File: src/rau_pkg.sv
package rau_pkg;

   localparam logic [2:0] CMD_ADD = 3'd0;
   localparam logic [2:0] CMD_SUB = 3'd1;
   localparam logic [2:0] CMD_MUL = 3'd2;
   localparam logic [2:0] CMD_DIV = 3'd3;
   localparam logic [2:0] CMD_LT  = 3'd4;

   localparam logic [1:0] ST_OK   = 2'd0;
   localparam logic [1:0] ST_ZDEN = 2'd1;
   localparam logic [1:0] ST_DIV0 = 2'd2;
   localparam logic [1:0] ST_OVF  = 2'd3;

   localparam logic [63:0] LIM31 = 64'h0000_0000_8000_0000;

   typedef struct packed {
      logic [2:0]         cmd;
      logic signed [31:0] a_num;
      logic signed [31:0] a_den;
      logic signed [31:0] b_num;
      logic signed [31:0] b_den;
   } req_type;

   typedef struct packed {
      logic signed [31:0] res_num;
      logic [30:0]        res_den;
      logic               is_less;
      logic [1:0]         status;
   } rsp_type;

   typedef enum logic [3:0] {
      S_IDLE, S_MUL0, S_MUL1, S_MUL2, S_COMB, S_GSTART, S_GCD,
      S_DNSTART, S_DIVN, S_DDSTART, S_DIVD, S_CHECK, S_OUT
   } state_type;

   typedef enum logic [2:0] {
      G_IDLE, G_EVEN, G_ODDX, G_LOOP, G_FIN
   } gcd_state_type;

endpackage

File: src/rau_div.sv
module rau_div
   import rau_pkg::*;
(
   input  logic        clock,
   input  logic        reset,
   input  logic        start,
   input  logic [63:0] dividend,
   input  logic [63:0] divisor,
   output logic        done,
   output logic [63:0] quotient
);

   logic        busy_ff, busy_in, done_ff, done_in;
   logic [5:0]  cnt_ff, cnt_in;
   logic [63:0] rem_ff, rem_in, quo_ff, quo_in, dsr_ff, dsr_in;
   logic [64:0] shifted;

   always_comb begin
      shifted = {rem_ff, quo_ff[63]};
      busy_in = busy_ff;
      done_in = 1'b0;
      cnt_in  = cnt_ff;
      rem_in  = rem_ff;
      quo_in  = quo_ff;
      dsr_in  = dsr_ff;
      if (start) begin
         busy_in = 1'b1;
         cnt_in  = 6'd63;
         rem_in  = 64'd0;
         quo_in  = dividend;
         dsr_in  = divisor;
      end else if (busy_ff) begin
         if (shifted >= {1'b0, dsr_ff}) begin
            rem_in = 64'(shifted - {1'b0, dsr_ff});
            quo_in = {quo_ff[62:0], 1'b1};
         end else begin
            rem_in = shifted[63:0];
            quo_in = {quo_ff[62:0], 1'b0};
         end
         cnt_in = cnt_ff - 6'd1;
         if (cnt_ff == 6'd0) begin
            busy_in = 1'b0;
            done_in = 1'b1;
         end
      end
   end

   always_ff @(posedge clock) begin
      if (reset) begin
         busy_ff <= 1'b0;
         done_ff <= 1'b0;
      end else begin
         busy_ff <= busy_in;
         done_ff <= done_in;
      end
      cnt_ff <= cnt_in;
      rem_ff <= rem_in;
      quo_ff <= quo_in;
      dsr_ff <= dsr_in;
   end

   assign done     = done_ff;
   assign quotient = quo_ff;

endmodule

File: config.mk
export PLATFORM = sky130hd
export DESIGN_NAME = rau_div
export DESIGN_NICKNAME = d
export VERILOG_FILES = /design/src/rau_pkg.sv /design/src/rau_div.sv
export SDC_FILE = /design/constraint.sdc
export NUM_CORES = 1
export LEC_CHECK = 0
export ABC_CLOCK_PERIOD_IN_PS = 4200
export BUFFER_PORTS_ARGS = -buffer_cell sky130_fd_sc_hd__buf_2
export CORE_UTILIZATION = 58
export CTS_CLUSTER_DIAMETER = 60
export DETAILED_ROUTE_END_ITERATION = 8
export GPL_TIMING_DRIVEN = 0
export PLACE_DENSITY = 0.81
export SLEW_MARGIN = 20
export SYNTH_ARGS = -nofsm -noshare
export SYNTH_HDL_FRONTEND = slang
export SYNTH_SLANG_ARGS = --single-unit
File: constraint.sdc
create_clock -name clock -period 4.2 [get_ports clock]
set_clock_uncertainty 0.05 [all_clocks]
set_input_delay 0.63 -clock clock [delete_from_list [all_inputs] [get_ports clock]]
set_output_delay 0.63 -clock clock [all_outputs]
set_load 0.03 [all_outputs]
==> results.yml <==
run_status:
  status: "complete, no violations"
finish:
  fin_nets: 1710
  finalNonFillerCells: 1795
  drive_gt1_frac: 0.214
  syn_to_final_growth_pct: 16.4
  num_antenna_cells: 0
setup_path:
  path_class: "flop to flop"
  worstPathArrival_ns: 4.28
  critPathRequiredTime_ns: 4.51
  cp-end-kind: "flop"
  crit_fanout: 10
  cp-start-kind: "flop"
logic_synthesis:
  syn_inst: 1296
  yosysUniqueCellTypes: 68
  async_flop_share: 0
  synth-seq-cells: 200
  syn-cell-area_sq_um: 12300
  syn_nets: 1494
  avgSynthCellArea_sq_um: 9.49
  synth_warnings: 0
  yosysSeqAreaShare: 0.430
  synth_edf_count: 128
  synth_flop_cell: "edfxtp_1"
detailed_routing:
  detailroute.via_count: 11000
  met1_length_um: 14400
  dr.first_iter.drc_count: 877
  dr_wl_met2_um: 16900
  wl_met3_um: 2600
  top_layer_used: "met4"
  wl_per_cell_um: 19.4
  routed_wl_um: 34900
  drc: 0
  first_pass_iters: 6
  ant_nets: 0
  routed_via_density: 6.14
global_route:
  groute.usage.overall: 0.323
  grt_pass1_wl_um: 55300
  grt_max_degree: 45
  antenna_found_initial: 0
  grt_remaining_overflow: 0
  grt_pass1_vias: 10900
sta:
  rsz0062_at_grt: "no"
  worst_pin_slew_ns: 0.802
  relSlewSlack: 0.461
  post-route-period-util: 0.947
  maxSlewViolCount: 0
  hold_viol_final: 0
  tns_ns: 0
  post-route-min-period_ns: 3.98
  worst_hold_slack_ns: 0.281
  setup_viol: 0
  timing.fmax_ghz: 0.252
  fin_ws_ns: 0.224
placement:
  io_buffer_count: 195
  dp_hpwl_um: 25700
  globalplace.congestion: 0.941
  dp_cells: 1763
  place_ws_ns: 0.454
clocking:
  cts_made_buffers: 17
  cts_hold_buf: 0
  clock_path_buffers: 2
  clock_tree.root_cell: "clkbuf_16"
  ctsResizeCount: 0
  cts.clk_slew.worst_paths_ns: 0.09
  cts_tree: "done"
  post_cts_buffers: 0
  cts_sinks: 200
  htree_num_levels: 4
  worstSkewPairLatency_ns: 0.47
die:
  die_w_um: 148
  die_h_um: 148
  ios: 196
  core_area_sq_um: 20500
  die_area_sq_um: 21800
  initial_core_util: 0.600
  rows: 52
power:
  max-vdd-ir-drop_mv: 0.265
  total_power_w: 0.00585
  p_leak_nw: 5.89
  power_density_nw_per_um2: 409
flow_run:
  cap_violations: 0
worst_hold_path:
  min_path_type: "primary input to flop"
==> layout make-up <==
class	instances	area [sq um]
multi-input cells	929	6310
fillers	1591	6190
flip-flops and latches	200	5290
repair buffers	197	1020
clock buffers	17	425
plain buffers	83	383
well taps	270	338
inverters	84	318
clock inverters	15	228
==> per-layer routing <==
layer	global-route usage	up-vias
li1	-	5240
met1	0.398	5217
met2	0.554	485
met3	0.0707	79
met4	0.124	0
met5	0	-
==> sequential cells by signal, indices dropped and copies added (netlist names) <==
name,cells
rem_ff,64
dsr_ff,64
quotient,64
done,1
busy_ff,1
cnt_ff,6
==> power by group <==
| part | switching, W | leakage (nW) | total (W) | internal [W] |
|---|---|---|---|---|
| sequential | 0.000105 | 1.86 | 0.00239 | 0.00229 |
| clock | 0.000967 | 0.313 | 0.00182 | 0.000850 |
| combinational | 0.00104 | 3.72 | 0.00163 | 0.000597 |
==> path summary, 6_finish.rpt <==
check	from	end	slack (ns)	cells after the start
max	rem_ff[48]	rem_ff[33]	0.22	12
min	divisor[51]	dsr_ff[51]	0.28	1
max reg2reg	rem_ff[48]	rem_ff[33]	0.22	12
min reg2reg	rem_ff[7]	rem_ff[7]	0.46	2
==> synthesized netlist by cell type (all sizes together) (7+ instances only) <==
master | instances | share of area
a21o | 19 | 0.012
nor2 | 109 | 0.033
nor3 | 13 | 0.0053
nor3b | 7 | 0.0043
a211oi | 9 | 0.0055
clkbuf | 65 | 0.020
o21bai | 13 | 0.0079
a31oi | 9 | 0.0046
a21boi | 8 | 0.0049
a21oi | 87 | 0.037
dfxtp | 72 | 0.12
ha | 66 | 0.067
nand4 | 27 | 0.014
nor2b | 10 | 0.0051
o211ai | 11 | 0.0067
nand2 | 82 | 0.025
o21a | 11 | 0.0067
mux2 | 64 | 0.059
and3 | 13 | 0.0066
xnor2 | 39 | 0.028
edfxtp | 128 | 0.31
nand3 | 75 | 0.031
o21ai | 96 | 0.039
xor2 | 20 | 0.014
buf | 18 | 0.011
a311oi | 56 | 0.040
inv | 84 | 0.026
nand2b | 11 | 0.0056
==> per-stage QoR <==
stage / instance area (sq um) / utilization
floorplan: 12300 / -
global placement: 13600 / 0.664
detailed placement: 13700 / 0.666
CTS: 14300 / 0.698
global route: 14300 / 0.698
finish: 14300 / 0.698
==> cell families after synthesis <==
group / share of synthesized area
and+or+nand+nor: 0.146
AOI/OAI and AO/OA: 0.197
DFF: 0.430
buffers and inverters: 0.0568
adders and majority gates: 0.0688
muxes: 0.0602
xor gates and xnor gates: 0.0420
==> critical path: stages, from the launching register on <==
cell and delay [ns]:
dfxtp_1 0.35, ha_1 0.28, buf_2 0.20, nand2_1 0.17, nor2_1 0.26, nand3_1 0.17, nor3_1 0.48, nand4_1 0.20
o21ai_1 0.37, buf_2 0.35, clkbuf_1 0.44, o21ai_0 0.21, a311oi_1 0.33
==> cells in the final DEF, fill, tap and decap left out, types with 6 or more instances in the layout <==
cell type	instances
xnor2_1	39
a21o_1	19
a211oi_1	9
a311oi_1	56
nor2_1	109
buf_6	7
clkbuf_1	65
nor2b_1	10
a31oi_1	9
inv_12	6
nand2b_1	11
clkbuf_16	17
and2_1	6
xor2_1	20
o21bai_1	13
inv_1	82
nor3b_1	7
nor3_1	13
nand2_1	82
dfxtp_1	72
buf_2	200
o21ai_1	11
mux2_2	64
and3_1	13
a21boi_0	8
ha_1	66
o21a_1	11
o21ai_0	85
o211ai_1	11
nand3_1	75
a21oi_1	83
nand4_1	27
edfxtp_1	128
Power figures use the tool's default switching activity.
